===== config.mk =====
export PLATFORM = sky130hd
export DESIGN_NAME = stack_machine_alu_executor_top
export DESIGN_NICKNAME = d
export VERILOG_FILES = /design/src/design/smae_pkg.sv /design/src/design/smae_stack_mem.sv /design/src/design/smae_div.sv /design/src/design/stack_machine_alu_executor_top.sv
export SDC_FILE = /design/constraint.sdc
export NUM_CORES = 1
export LEC_CHECK = 0
export BUFFER_PORTS_ARGS = -buffer_cell sky130_fd_sc_hd__buf_2
export CORE_UTILIZATION = 30
export CTS_BUF_LIST = sky130_fd_sc_hd__clkbuf_8
export DETAILED_ROUTE_END_ITERATION = 8
export HOLD_SLACK_MARGIN = 0.05
export REMOVE_ABC_BUFFERS = 1
export SLEW_MARGIN = 20
export SYNTH_ARGS = -nofsm -noshare
export SYNTH_HDL_FRONTEND = slang
export SYNTH_SLANG_ARGS = --single-unit

===== constraint.sdc =====
create_clock -name clk_i -period 5.5 [get_ports clk_i]
set_input_delay 0.825 -clock clk_i [delete_from_list [all_inputs] [get_ports clk_i]]
set_output_delay 0.825 -clock clk_i [all_outputs]
set_load 0.05 [all_outputs]

===== src/design/smae_pkg.sv =====
// Shared definitions for the stack machine ALU executor.
// Holds the command and fault codes, data widths and the default stack depth.
// No dependencies; every other design file imports this package.
package smae_pkg;

  localparam int unsigned DATA_W              = 8;
  localparam int unsigned NIBBLE_W            = 4;
  localparam int unsigned CMD_W               = 4;
  localparam int unsigned FAULT_W             = 2;
  localparam int unsigned DEPTH_OUT_W         = 5;
  localparam int unsigned STACK_DEPTH_DEFAULT = 16;

  typedef enum logic [CMD_W-1:0] {
    CMD_POP   = 4'd0,
    CMD_PUSH  = 4'd1,
    CMD_NOP   = 4'd2,
    CMD_STOP  = 4'd3,
    CMD_ADD   = 4'd4,
    CMD_SUB   = 4'd5,
    CMD_MUL   = 4'd6,
    CMD_DIV   = 4'd7,
    CMD_AND   = 4'd8,
    CMD_OR    = 4'd9,
    CMD_XOR   = 4'd10,
    CMD_NOT   = 4'd11,
    CMD_WRITE = 4'd12
  } cmd_e;

  typedef enum logic [FAULT_W-1:0] {
    FAULT_NONE  = 2'd0,
    FAULT_UNDER = 2'd1,
    FAULT_OVER  = 2'd2,
    FAULT_DIV0  = 2'd3
  } fault_e;

endpackage


===== src/design/smae_stack_mem.sv =====
// Data stack storage: one synchronous write port and one read port whose
// data is registered, so read data appears in the cycle after the address.
// Depends on smae_pkg for the data width.
module smae_stack_mem #(
  parameter int unsigned DEPTH = smae_pkg::STACK_DEPTH_DEFAULT,
  parameter int unsigned AW    = $clog2(DEPTH)
) (
  input  logic                        clk_i,
  input  logic                        we_i,
  input  logic [AW-1:0]               waddr_i,
  input  logic [smae_pkg::DATA_W-1:0] wdata_i,
  input  logic                        re_i,
  input  logic [AW-1:0]               raddr_i,
  output logic [smae_pkg::DATA_W-1:0] rdata_o
);
  import smae_pkg::*;

  logic [DATA_W-1:0] mem_q [DEPTH];
  logic [DATA_W-1:0] rdata_q;

  always_ff @(posedge clk_i) begin
    if (we_i) begin
      mem_q[waddr_i] <= wdata_i;
    end
    if (re_i) begin
      rdata_q <= mem_q[raddr_i];
    end
  end

  assign rdata_o = rdata_q;

endmodule


===== src/design/smae_div.sv =====
// Restoring divider that produces one quotient bit per cycle.
// The caller must not start it with a zero divisor. Depends on smae_pkg.
module smae_div (
  input  logic                        clk_i,
  input  logic                        rst_ni,
  input  logic                        start_i,
  input  logic [smae_pkg::DATA_W-1:0] dividend_i,
  input  logic [smae_pkg::DATA_W-1:0] divisor_i,
  output logic [smae_pkg::DATA_W-1:0] quotient_o,
  output logic                        done_o
);
  import smae_pkg::*;

  localparam int unsigned StepW = $clog2(DATA_W);

  logic             busy_q;
  logic             done_q;
  logic [StepW-1:0] step_q;
  logic [DATA_W-1:0] rem_q, rem_d;
  logic [DATA_W-1:0] quo_q, quo_d;
  logic [DATA_W-1:0] dvs_q;
  logic [DATA_W:0]   shifted;
  logic [DATA_W:0]   diff;

  always_comb begin
    shifted = {rem_q, quo_q[DATA_W-1]};
    diff    = shifted - {1'b0, dvs_q};
    if (shifted >= {1'b0, dvs_q}) begin
      rem_d = diff[DATA_W-1:0];
      quo_d = {quo_q[DATA_W-2:0], 1'b1};
    end else begin
      rem_d = shifted[DATA_W-1:0];
      quo_d = {quo_q[DATA_W-2:0], 1'b0};
    end
  end

  always_ff @(posedge clk_i or negedge rst_ni) begin
    if (!rst_ni) begin
      busy_q <= 1'b0;
      done_q <= 1'b0;
      step_q <= '0;
    end else begin
      done_q <= 1'b0;
      if (start_i) begin
        busy_q <= 1'b1;
        step_q <= '0;
      end else if (busy_q) begin
        step_q <= step_q + StepW'(1);
        if (step_q == StepW'(DATA_W - 1)) begin
          busy_q <= 1'b0;
          done_q <= 1'b1;
        end
      end
    end
  end

  always_ff @(posedge clk_i) begin
    if (start_i) begin
      rem_q <= '0;
      quo_q <= dividend_i;
      dvs_q <= divisor_i;
    end else if (busy_q) begin
      rem_q <= rem_d;
      quo_q <= quo_d;
    end
  end

  assign quotient_o = quo_q;
  assign done_o     = done_q;

endmodule


===== src/design/stack_machine_alu_executor_top.sv =====
// Stack machine ALU executor, top level: sequencer, ALU and output register.
// Instantiates smae_stack_mem and smae_div; depends on smae_pkg.
//
// Usage: each input beat carries one decoded instruction (cmd_i plus the two
// nibbles of a push immediate). Each accepted beat yields exactly one output
// beat with the emitted character (if any), the run flag, the new top of
// stack, the new depth and a fault code. Both channels use valid/ready.
//
// The stack lives in a synchronous memory with a registered read. An
// instruction reads the top entry, then the entry below it, executes, and
// writes at most one entry back before the next instruction is taken, so
// no two accesses to the same entry ever overlap.
//
// Each instruction steps through accept, two memory reads, execute and
// write-back, and the next one is taken only after its write-back; a
// division with a nonzero divisor waits between execute and write-back for
// the bit-serial divider, which retires one quotient bit per cycle.
//
// A finished result sits in an output register, so a new instruction is
// accepted while the previous result still waits. If the receiver stalls,
// the next result is held at write-back and no further input is taken.
// Reset empties the stack, sets the machine running and drops the output valid.
// After a stop instruction every later beat is ignored and only reports.
module stack_machine_alu_executor_top #(
  parameter int unsigned STACK_DEPTH = smae_pkg::STACK_DEPTH_DEFAULT
) (
  input  logic                             clk_i,
  input  logic                             rst_ni,
  input  logic                             in_valid_i,
  output logic                             in_ready_o,
  input  logic [smae_pkg::CMD_W-1:0]       cmd_i,
  input  logic [smae_pkg::NIBBLE_W-1:0]    high_nibble_i,
  input  logic [smae_pkg::NIBBLE_W-1:0]    low_nibble_i,
  output logic                             out_valid_o,
  input  logic                             out_ready_i,
  output logic                             char_valid_o,
  output logic [smae_pkg::DATA_W-1:0]      char_out_o,
  output logic                             running_o,
  output logic [smae_pkg::DATA_W-1:0]      top_value_o,
  output logic [smae_pkg::DEPTH_OUT_W-1:0] stack_depth_o,
  output logic [smae_pkg::FAULT_W-1:0]     fault_o
);
  import smae_pkg::*;

  localparam int unsigned AW = $clog2(STACK_DEPTH);
  localparam int unsigned CW = $clog2(STACK_DEPTH + 1);

  typedef enum logic [5:0] {
    S_IDLE = 6'b000001,
    S_RD_A = 6'b000010,
    S_RD_B = 6'b000100,
    S_EXEC = 6'b001000,
    S_DIV  = 6'b010000,
    S_WB   = 6'b100000
  } state_e;

  state_e state_q, state_d;

  // Architectural state held outside the memory.
  logic [CW-1:0] cnt_q;
  logic          run_q;

  // Instruction being executed and the top operand read from the stack.
  logic [CMD_W-1:0]    cmd_q;
  logic [NIBBLE_W-1:0] hi_q;
  logic [NIBBLE_W-1:0] lo_q;
  logic [DATA_W-1:0]   a_q;

  // Pending write-back, computed in the execute step; a division fills in its quotient.
  logic              we_q;
  logic [AW-1:0]     waddr_q;
  logic [DATA_W-1:0] wdata_q;
  logic [CW-1:0]     cnt_nxt_q;
  logic              run_nxt_q;
  logic [DATA_W-1:0] top_nxt_q;
  fault_e            fault_nxt_q;
  logic              cv_nxt_q;
  logic [DATA_W-1:0] ch_nxt_q;

  // Output register.
  logic              out_valid_q;
  logic              out_cv_q;
  logic [DATA_W-1:0] out_ch_q;
  logic              out_run_q;
  logic [DATA_W-1:0] out_top_q;
  logic [CW-1:0]     out_cnt_q;
  fault_e            out_fault_q;

  logic [CW-1:0]     cnt_m1;
  logic [CW-1:0]     cnt_m2;
  logic              in_fire;
  logic              wb_fire;
  logic              mem_we;
  logic              mem_re;
  logic [AW-1:0]     mem_raddr;
  logic [DATA_W-1:0] mem_rdata;
  logic [DATA_W-1:0] b_val;
  logic [DATA_W-1:0] imm;
  logic [2*DATA_W-1:0] prod;
  logic [DATA_W-1:0] alu_res;
  logic              has_one;
  logic              has_two;
  logic              div_start;
  logic              div_done;
  logic [DATA_W-1:0] div_quo;
  logic [31:0]       cnt_ext;

  // Execute-step results.
  logic              ex_we;
  logic [AW-1:0]     ex_waddr;
  logic [DATA_W-1:0] ex_wdata;
  logic [CW-1:0]     ex_cnt;
  logic              ex_run;
  logic [DATA_W-1:0] ex_top;
  fault_e            ex_fault;
  logic              ex_cv;
  logic [DATA_W-1:0] ex_ch;

  assign cnt_m1  = cnt_q - CW'(1);
  assign cnt_m2  = cnt_q - CW'(2);
  assign has_one = (cnt_q != '0);
  assign has_two = (cnt_q >= CW'(2));
  assign imm     = {hi_q, lo_q};
  assign b_val   = mem_rdata;

  assign in_ready_o = (state_q == S_IDLE);
  assign in_fire    = in_valid_i && in_ready_o;
  assign wb_fire    = (state_q == S_WB) && (!out_valid_q || out_ready_i);
  assign mem_we     = wb_fire && we_q;

  // Top entry is read first, the one below it second.
  always_comb begin
    mem_re    = 1'b0;
    mem_raddr = cnt_m1[AW-1:0];
    if (state_q == S_RD_A) begin
      mem_re = has_one;
    end else if (state_q == S_RD_B) begin
      mem_re    = has_two;
      mem_raddr = cnt_m2[AW-1:0];
    end
  end

  smae_stack_mem #(
    .DEPTH (STACK_DEPTH),
    .AW    (AW)
  ) u_mem (
    .clk_i   (clk_i),
    .we_i    (mem_we),
    .waddr_i (waddr_q),
    .wdata_i (wdata_q),
    .re_i    (mem_re),
    .raddr_i (mem_raddr),
    .rdata_o (mem_rdata)
  );

  // Two-operand ops take the top as the left operand.
  assign prod = a_q * b_val;

  always_comb begin
    unique case (cmd_q)
      CMD_ADD: alu_res = a_q + b_val;
      CMD_SUB: alu_res = a_q - b_val;
      CMD_MUL: alu_res = prod[DATA_W-1:0];
      CMD_AND: alu_res = a_q & b_val;
      CMD_OR:  alu_res = a_q | b_val;
      default: alu_res = a_q ^ b_val;
    endcase
  end

  assign div_start = (state_q == S_EXEC) && run_q && (cmd_q == CMD_DIV) && has_two &&
                     (b_val != '0);

  smae_div u_div (
    .clk_i      (clk_i),
    .rst_ni     (rst_ni),
    .start_i    (div_start),
    .dividend_i (a_q),
    .divisor_i  (b_val),
    .quotient_o (div_quo),
    .done_o     (div_done)
  );

  always_comb begin
    ex_we    = 1'b0;
    ex_waddr = cnt_m1[AW-1:0];
    ex_wdata = alu_res;
    ex_cnt   = cnt_q;
    ex_run   = run_q;
    ex_top   = has_one ? a_q : '0;
    ex_fault = FAULT_NONE;
    ex_cv    = 1'b0;
    ex_ch    = '0;
    if (run_q) begin
      unique case (cmd_q)
        CMD_POP: begin
          if (!has_one) begin
            ex_fault = FAULT_UNDER;
          end else begin
            ex_cnt = cnt_m1;
            ex_top = has_two ? b_val : '0;
          end
        end
        CMD_PUSH: begin
          if (cnt_q >= CW'(STACK_DEPTH)) begin
            ex_fault = FAULT_OVER;
          end else begin
            ex_we    = 1'b1;
            ex_waddr = cnt_q[AW-1:0];
            ex_wdata = imm;
            ex_cnt   = cnt_q + CW'(1);
            ex_top   = imm;
          end
        end
        CMD_STOP: begin
          ex_run = 1'b0;
        end
        CMD_ADD, CMD_SUB, CMD_MUL, CMD_DIV, CMD_AND, CMD_OR, CMD_XOR: begin
          if (!has_two) begin
            ex_fault = FAULT_UNDER;
          end else begin
            ex_we    = 1'b1;
            ex_waddr = cnt_m2[AW-1:0];
            ex_cnt   = cnt_m1;
            ex_top   = alu_res;
            if (cmd_q == CMD_DIV) begin
              // A zero divisor pushes zero; otherwise the divider fills in the quotient.
              ex_wdata = '0;
              ex_top   = '0;
              if (b_val == '0) begin
                ex_fault = FAULT_DIV0;
              end
            end
          end
        end
        CMD_NOT: begin
          if (!has_one) begin
            ex_fault = FAULT_UNDER;
          end else begin
            ex_we    = 1'b1;
            ex_wdata = ~a_q;
            ex_top   = ~a_q;
          end
        end
        CMD_WRITE: begin
          if (!has_one) begin
            ex_fault = FAULT_UNDER;
          end else begin
            ex_cv  = 1'b1;
            ex_ch  = a_q;
            ex_cnt = cnt_m1;
            ex_top = has_two ? b_val : '0;
          end
        end
        default: begin
        end
      endcase
    end
  end

  always_comb begin
    state_d = state_q;
    unique case (state_q)
      S_IDLE: if (in_fire) state_d = S_RD_A;
      S_RD_A: state_d = S_RD_B;
      S_RD_B: state_d = S_EXEC;
      S_EXEC: state_d = div_start ? S_DIV : S_WB;
      S_DIV:  if (div_done) state_d = S_WB;
      S_WB:   if (wb_fire) state_d = S_IDLE;
      default: state_d = S_IDLE;
    endcase
  end

  always_ff @(posedge clk_i or negedge rst_ni) begin
    if (!rst_ni) begin
      state_q     <= S_IDLE;
      cnt_q       <= '0;
      run_q       <= 1'b1;
      out_valid_q <= 1'b0;
    end else begin
      state_q <= state_d;
      if (wb_fire) begin
        cnt_q       <= cnt_nxt_q;
        run_q       <= run_nxt_q;
        out_valid_q <= 1'b1;
      end else if (out_ready_i) begin
        out_valid_q <= 1'b0;
      end
    end
  end

  always_ff @(posedge clk_i) begin
    if (in_fire) begin
      cmd_q <= cmd_i;
      hi_q  <= high_nibble_i;
      lo_q  <= low_nibble_i;
    end
    if (state_q == S_RD_B) begin
      a_q <= mem_rdata;
    end
    if (state_q == S_EXEC) begin
      we_q        <= ex_we;
      waddr_q     <= ex_waddr;
      wdata_q     <= ex_wdata;
      cnt_nxt_q   <= ex_cnt;
      run_nxt_q   <= ex_run;
      top_nxt_q   <= ex_top;
      fault_nxt_q <= ex_fault;
      cv_nxt_q    <= ex_cv;
      ch_nxt_q    <= ex_ch;
    end else if ((state_q == S_DIV) && div_done) begin
      wdata_q   <= div_quo;
      top_nxt_q <= div_quo;
    end
    if (wb_fire) begin
      out_cv_q    <= cv_nxt_q;
      out_ch_q    <= ch_nxt_q;
      out_run_q   <= run_nxt_q;
      out_top_q   <= top_nxt_q;
      out_cnt_q   <= cnt_nxt_q;
      out_fault_q <= fault_nxt_q;
    end
  end

  // The depth port is five bits wide; deeper stacks report it modulo 32.
  assign cnt_ext = 32'(out_cnt_q);

  assign out_valid_o   = out_valid_q;
  assign char_valid_o  = out_cv_q;
  assign char_out_o    = out_ch_q;
  assign running_o     = out_run_q;
  assign top_value_o   = out_top_q;
  assign stack_depth_o = cnt_ext[DEPTH_OUT_W-1:0];
  assign fault_o       = out_fault_q;

`ifndef SYNTHESIS
  a_cnt_in_range : assert property (@(posedge clk_i) disable iff (!rst_ni)
    cnt_q <= CW'(STACK_DEPTH))
    else $error("stack count beyond depth");

  a_stop_sticks : assert property (@(posedge clk_i) disable iff (!rst_ni)
    !run_q |=> !run_q)
    else $error("machine restarted after stop");

  a_div_done_in_div : assert property (@(posedge clk_i) disable iff (!rst_ni)
    div_done |-> (state_q == S_DIV))
    else $error("divider finished outside the divide wait");

  a_char_no_fault : assert property (@(posedge clk_i) disable iff (!rst_ni)
    (out_valid_q && out_cv_q) |-> (out_fault_q == FAULT_NONE))
    else $error("character emitted together with a fault");

  a_write_only_at_wb : assert property (@(posedge clk_i) disable iff (!rst_ni)
    mem_we |-> ((state_q == S_WB) && run_q))
    else $error("stack written outside write-back or while stopped");
`endif

endmodule

; Word level (Yosys, flattened, before mapping)
; Memory sizes are Yosys's and may differ from the RTL's. A register that Yosys moved wholly into a read port is not among the register bits.
; Index checks and enable logic that the tools add are counted.
[classes]
n_addsub = 7
multipliers = 1
div = 0
order_cmp = 3
n_eq_ne = 21
n_shift = 0
n_mux = 63
bitwise = 4
n_reduce_logical = 22
[ops]
columns = cell, count
row1 = $mux W8, 18
row2 = $pmux W8 S5, 1
row3 = $pmux W6 S6, 1
row4 = $pmux W8 S4, 1
row5 = $mux W6, 4
row6 = $pmux W8 S3, 1
row7 = $eq A4 B4 Y1 const B, 5
row8 = $mux W4, 5
row9 = $mux W5, 4
row10 = $mux W1, 18
row11 = $eq A4 B3 Y1 const B, 4
row12 = $sub A8 B8 Y8, 2
row13 = $pmux W5 S3, 1
row14 = $ge A9 B8 Y1, 1
row15 = $add A8 B8 Y8, 1
row16 = $and A8 B8 Y8, 1
row17 = $logic_and A1 B1 Y1, 8
row18 = $logic_not A8 Y1, 1
row19 = $mul A8 B8 Y8, 1
row20 = $mux W2, 4
row21 = $not A8 Y8, 1
row22 = $or A8 B8 Y8, 1
row23 = $pmux W4 S2, 1
row24 = $reduce_bool A8 Y1, 1
row25 = 31 further kinds, 35
[word_totals]
reg_bits = 125
latch_bits = 0
mem_bits_rw = 128
romBits = 0
inputBits = 16
out_inout_bits = 27
word_cells = 151
mem_count = 1
[memory_table]
columns = memory, words, width, rd, rd_clocked_by_memory_dff, wr, line
row1 = u_mem.mem_q, 16, 8, 1, 1, 1, smae_stack_mem.sv:18  ; logic [DATA_W-1:0] mem_q [DEPTH];

; Longest topological paths before layout
[depth]
ltp_word = 7
ltp_mapped = 17
mapped_depth_nobuf = 17

; Modules after synthesis
; From an unflattened synthesis, not the netlist that was laid out.
[unflattened]
hier_cells = 1032
hier_area_um2 = 13412.9
[modules_own_cells]
columns = module, n_inst, cells_each, area_each_um2, seq_area_each_um2
row1 = stack_machine_alu_executor_top, 1, 662, 6611.3, 2820.2
row2 = smae_stack_mem, 1, 229, 5227.5, 4083.9
row3 = smae_div, 1, 141, 1574.0, 765.7

; Worst setup path before layout
; OpenSTA, ideal clock, no wires.
[synth_timing]
path_type = reg2reg
startpoint = register u_mem.rdata_q[4] (netlist: u_mem.rdata_o[4]) (read register of u_mem.mem_q)
endpoint = register wdata_q[7], data pin
setup_ps = 260
t_arrival_ps = 4172
required_time_ps = 5240
setup_slack_ps = 1068
stages_incl_launch_ff = 17
path_buffers = 1
synth_period_minus_slack_ps = 4432
path_cell_list = edfxtp_1 -> buf_2 -> nand2_1 -> fa_1 -> fa_1 -> inv_1 -> fa_1 -> inv_1 -> fa_1 -> inv_1 -> ha_1 -> a21oi_1 -> xnor3_1 -> xnor3_1 -> a22o_1 -> o221ai_1 -> a21oi_1
[synth_via]
elab_chain_len = 7
elab_cells_between_ends = 11
cone_classes = add/sub (2) / mul (1) / mux (8)
[synth_lines]
columns = element, line
row1 = from (decl), smae_stack_mem.sv:19  ; logic [DATA_W-1:0] rdata_q;
row2 = "$mul A8 B8 Y8, or another cell as far along", stack_machine_alu_executor_top.sv:157  ; assign prod = a_q * b_val;
row3 = $pmux W8 S5 *, stack_machine_alu_executor_top.sv:160  ; unique case (cmd_q)
row4 = $mux W8, stack_machine_alu_executor_top.sv:225  ; if (cmd_q == CMD_DIV) begin
row5 = $mux W8, stack_machine_alu_executor_top.sv:218  ; if (!has_two) begin
row6 = $pmux W8 S3, stack_machine_alu_executor_top.sv:194  ; unique case (cmd_q)
row7 = $mux W8 *, stack_machine_alu_executor_top.sv:193  ; if (run_q) begin
row8 = $mux W8 *, stack_machine_alu_executor_top.sv:300  ; if (state_q == S_EXEC) begin
row9 = to (signal assigned), stack_machine_alu_executor_top.sv:303  ; wdata_q <= ex_wdata;
row10 = to (signal assigned), stack_machine_alu_executor_top.sv:311  ; wdata_q <= div_quo;
row11 = to (decl), stack_machine_alu_executor_top.sv:72  ; logic [DATA_W-1:0] wdata_q;
; Mark *: on every way between the ends. The rest lies on a longest branch, timed or not.
; A chain may end at the register's enable or synchronous reset.

; Final worst setup path
[layout_timing]
startpoint = register u_mem.rdata_q[4] (netlist: u_mem.rdata_o[4]) (read register of u_mem.mem_q)
endpoint = register top_nxt_q[7], data pin
[layout_via]
elab_chain_len = 7
elab_cells_between_ends = 9
cone_classes = add/sub (2) / mul (1) / mux (6)
[layout_lines]
columns = element, line
row1 = "$mul A8 B8 Y8, or another cell as far along", stack_machine_alu_executor_top.sv:157
row2 = $pmux W8 S5 *, stack_machine_alu_executor_top.sv:160
row3 = $mux W8 *, stack_machine_alu_executor_top.sv:225
row4 = $mux W8 *, stack_machine_alu_executor_top.sv:218
row5 = $pmux W8 S4 *, stack_machine_alu_executor_top.sv:194
row6 = $mux W8 *, stack_machine_alu_executor_top.sv:193
row7 = $mux W8 *, stack_machine_alu_executor_top.sv:300
row8 = to (signal assigned), stack_machine_alu_executor_top.sv:306  ; top_nxt_q <= ex_top;
row9 = to (signal assigned), stack_machine_alu_executor_top.sv:312  ; top_nxt_q <= div_quo;
row10 = to (decl), stack_machine_alu_executor_top.sv:75  ; logic [DATA_W-1:0] top_nxt_q;
; Marked as above.

==> impl_metrics.toml <==
[sta]
rsz0062_at_grt = "no"
worstMarginPinSlew_ns = 1.22
fin_crit_sh = 0.888
drv_slew = 0
fin_setup_tns_ns = 0
fin_crit_ns = 4.88
hold_viol = 0
finClkSkew_ns = 0.0295
fmax_ghz = 0.205
setup_ws_ns = 0.615
slew_headroom = 0.179
setup_viol = 0

[drt]
viasPerCell = 5.09
routed_wl_mm = 34.8
post_drt_wl_per_cell_um = 20.2
drt_pass1_iterations = 7
ant_nets = 0
drt_iter0_drc = 949
drc = 0
vias = 8737

[global_route]
grt_pass1_wl_mm = 52.9
grtUsageMet1 = 0.204
top_usage_layer = "met2"
met2_usage = 0.250
grt_usage = 0.157
first_global_vias = 8853
antenna_found_initial = 4
grt_max_degree = 36
grt_overflow = 0
met3_usage = 0.0402

[floorplan]
core_mm2 = 0.0433
rows = 76
io_pins = 43
die_x_um = 212
die-area_mm2 = 0.0448
start_util = 0.305
die-height_um = 212

[power]
p_leak_nw = 5.31
power_density_mw_per_mm2 = 314
power_mw = 4.68
ir_worst_vdd_mv = 0.163

[logic_synthesis]
synth_area_leaders = "edfxtp_1, mux4_2, ha_1"
yosysUniqueCellTypes = 71
synth_commonest_cells = "edfxtp_1, nand2_1, nor2_1"
synth_edf_count = 235
yosysSeqAreaShare = 0.581
yosysMostFrequentCell = "edfxtp_1"
synthSimpleGateAreaFrac = 0.102
synth_cells = 1029
yosys.area_share.adder = 0.0744
ys_ff_latch = 261
synth_compound_area_frac = 0.101
synth_ff_type = "edfxtp_1"
synth_top_cell_by_area = "edfxtp_1"
synth_top_family_by_area = "simple AND/OR/NAND/NOR gates"
yosys_warnings = 0
async_flop_share = 0.0690
synth_xor_area_frac = 0.0240
muxShareOfSynthArea = 0.0848
syn_area_per_cell_um2 = 12.8
synthesis.area_mm2 = 0.0132
yosysTopAreaCellShare = 0.535

[final_layout]
syn_to_final_growth_pct = 13.2
layout.nets = 1181
finalNonFillerCells = 1717
layout-drive-gt1-share = 0.157

[clock_network]
post-cts-setup-buffer-count = 0
cts.path.max_buffers = 3
root_buffer = "clkbuf_8"
insertion_delay_ns = 0.59
numCtsBuffers = 44
cts_resized = 0
cts_tree = "done"
cts_hold_buf = 0
path_clk_slew_ns = 0.06
htreeDepth = 2
clock_sinks = 261

[min_path]
hp-class = "in -> async"

[setup_path]
worst-setup-path-type = "reg -> reg"
critPathLaunchType = "flop"
r2r_end = "top_nxt_q[7]"
r2r_cells = 15
reg2reg_slack_ns = 0.62
worstSetupStartpoint = "u_mem.rdata_o[4]"
r2r_start = "u_mem.rdata_o[4]"
crit_path_max_fanout = 11
endpoint_kind = "flop"
worst_ep_arrival_time_ns = 5.20
crit_required_ns = 5.82

[placed_design]
placed_cells = 1634
post-dp-hpwl_mm = 24.4
dp_slack_ns = 0.636
routabilityCongestion = 0.930
io_buffers = 42

[job]
drv_cap = 0

[run_status]
status = "finished clean"
[sequential cells by signal (all words and copies together), names as in the netlist, 2 cells and up]
| name | flops |
|---|---|
| u_mem.mem_q | 128 |
| a_q | 8 |
| ch_nxt_q | 8 |
| char_out_o | 8 |
| top_nxt_q | 8 |
| top_value_o | 8 |
| u_div.dvs_q | 8 |
| u_div.quotient_o | 8 |
| u_div.rem_q | 8 |
| u_mem.rdata_o | 8 |
| wdata_q | 8 |
| state_q | 6 |
| cnt_nxt_q | 5 |
| cnt_q | 5 |
| stack_depth_o | 5 |
| cmd_q | 4 |
| hi_q | 4 |
| lo_q | 4 |
| waddr_q | 4 |
| u_div.step_q | 3 |
| fault_nxt_q | 2 |
| fault_o | 2 |
[routing by layer]
layer | up-vias | part of all wire | wire length [um]
li1 | 3996 | - | -
met1 | 4310 | 0.43 | 15100
met2 | 333 | 0.46 | 15900
met3 | 92 | 0.076 | 2630
met4 | 6 | 0.033 | 1160
met5 | - | 0.0011 | 37
[worst max-delay path by stage]
stage	slack [ns]	cells past startpoint	to
after floorplan	1.07	15	wdata_q[7]
after global placement	0.67	15	wdata_q[7]
after detailed placement	0.64	15	top_nxt_q[7]
after CTS	0.60	15	top_nxt_q[7]
after global routing	0.35	15	wdata_q[7]
final	0.62	15	top_nxt_q[7]
[cells by family (layout without fill, tap and decap cells)]
kind of cell	count (synthesis)	after routing
other	0	1
DFF	261	261
adders and majority gates	70	70
AOI/OAI and AO/OA	208	208
xor gates and xnor gates	33	33
buffers and inverters	107	209
muxes	69	69
and+or+nand+nor	281	281
[through the flow]
step	area, um^2	hold slack (ns)	util
floorplan	13000	0.400	-
global placement	14100	0.403	0.326
detailed placement	14100	0.405	0.326
CTS	14900	0.166	0.345
global route	14900	0.194	0.345
finish	14900	0.179	0.345
[cells in the final DEF (no fill, tap or decap), types with 8 or more instances in the layout]
master / instances
a21oi_1: 38
a31oi_1: 9
buf_2: 42
buf_4: 20
clkbuf_8: 44
clkinv_1: 11
clkinv_2: 9
dfrtp_1: 16
dfxtp_1: 8
edfxtp_1: 235
fa_1: 14
ha_1: 56
inv_1: 77
mux2_2: 12
mux2i_1: 24
mux4_2: 32
nand2_1: 92
nand2b_1: 14
nand3_1: 11
nor2_1: 88
nor2b_1: 9
nor3_1: 18
nor4_1: 9
o21a_1: 10
o21ai_0: 58
o21ai_1: 12
o22ai_1: 15
or3_1: 8
xnor2_1: 23
[report_power, final]
| part | internal [mW] | total [mW] | switching [mW] | leakage, nW |
|---|---|---|---|---|
| Clock | 0.811 | 1.63 | 0.821 | 0.474 |
| Combinational | 0.289 | 0.791 | 0.502 | 2.67 |
| Sequential | 2.20 | 2.26 | 0.0618 | 2.17 |
[cell type report]
| type | instances | area (um^2) |
|---|---|---|
| Inverter | 65 | 244 |
| Fill cell | 4195 | 28300 |
| Antenna cell | 1 | 2.50 |
| Tap cell | 585 | 732 |
| Clock inverter | 38 | 209 |
| Clock buffer | 44 | 606 |
| Multi-Input combinational cell | 661 | 5110 |
| Timing Repair Buffer | 62 | 360 |
| Sequential cell | 261 | 7670 |
[worst max-delay path, stage by stage, from the launching register on]
cell,delay (ns)
edfxtp_1,0.60
nand2_1,0.14
fa_1,0.48
fa_1,0.54
inv_1,0.05
fa_1,0.47
inv_1,0.05
fa_1,0.53
inv_1,0.04
ha_1,0.31
a21oi_1,0.22
xnor3_1,0.25
xnor3_1,0.41
a22o_1,0.27
nor3_1,0.15
o22ai_1,0.10
Power figures use the tool's default switching activity.
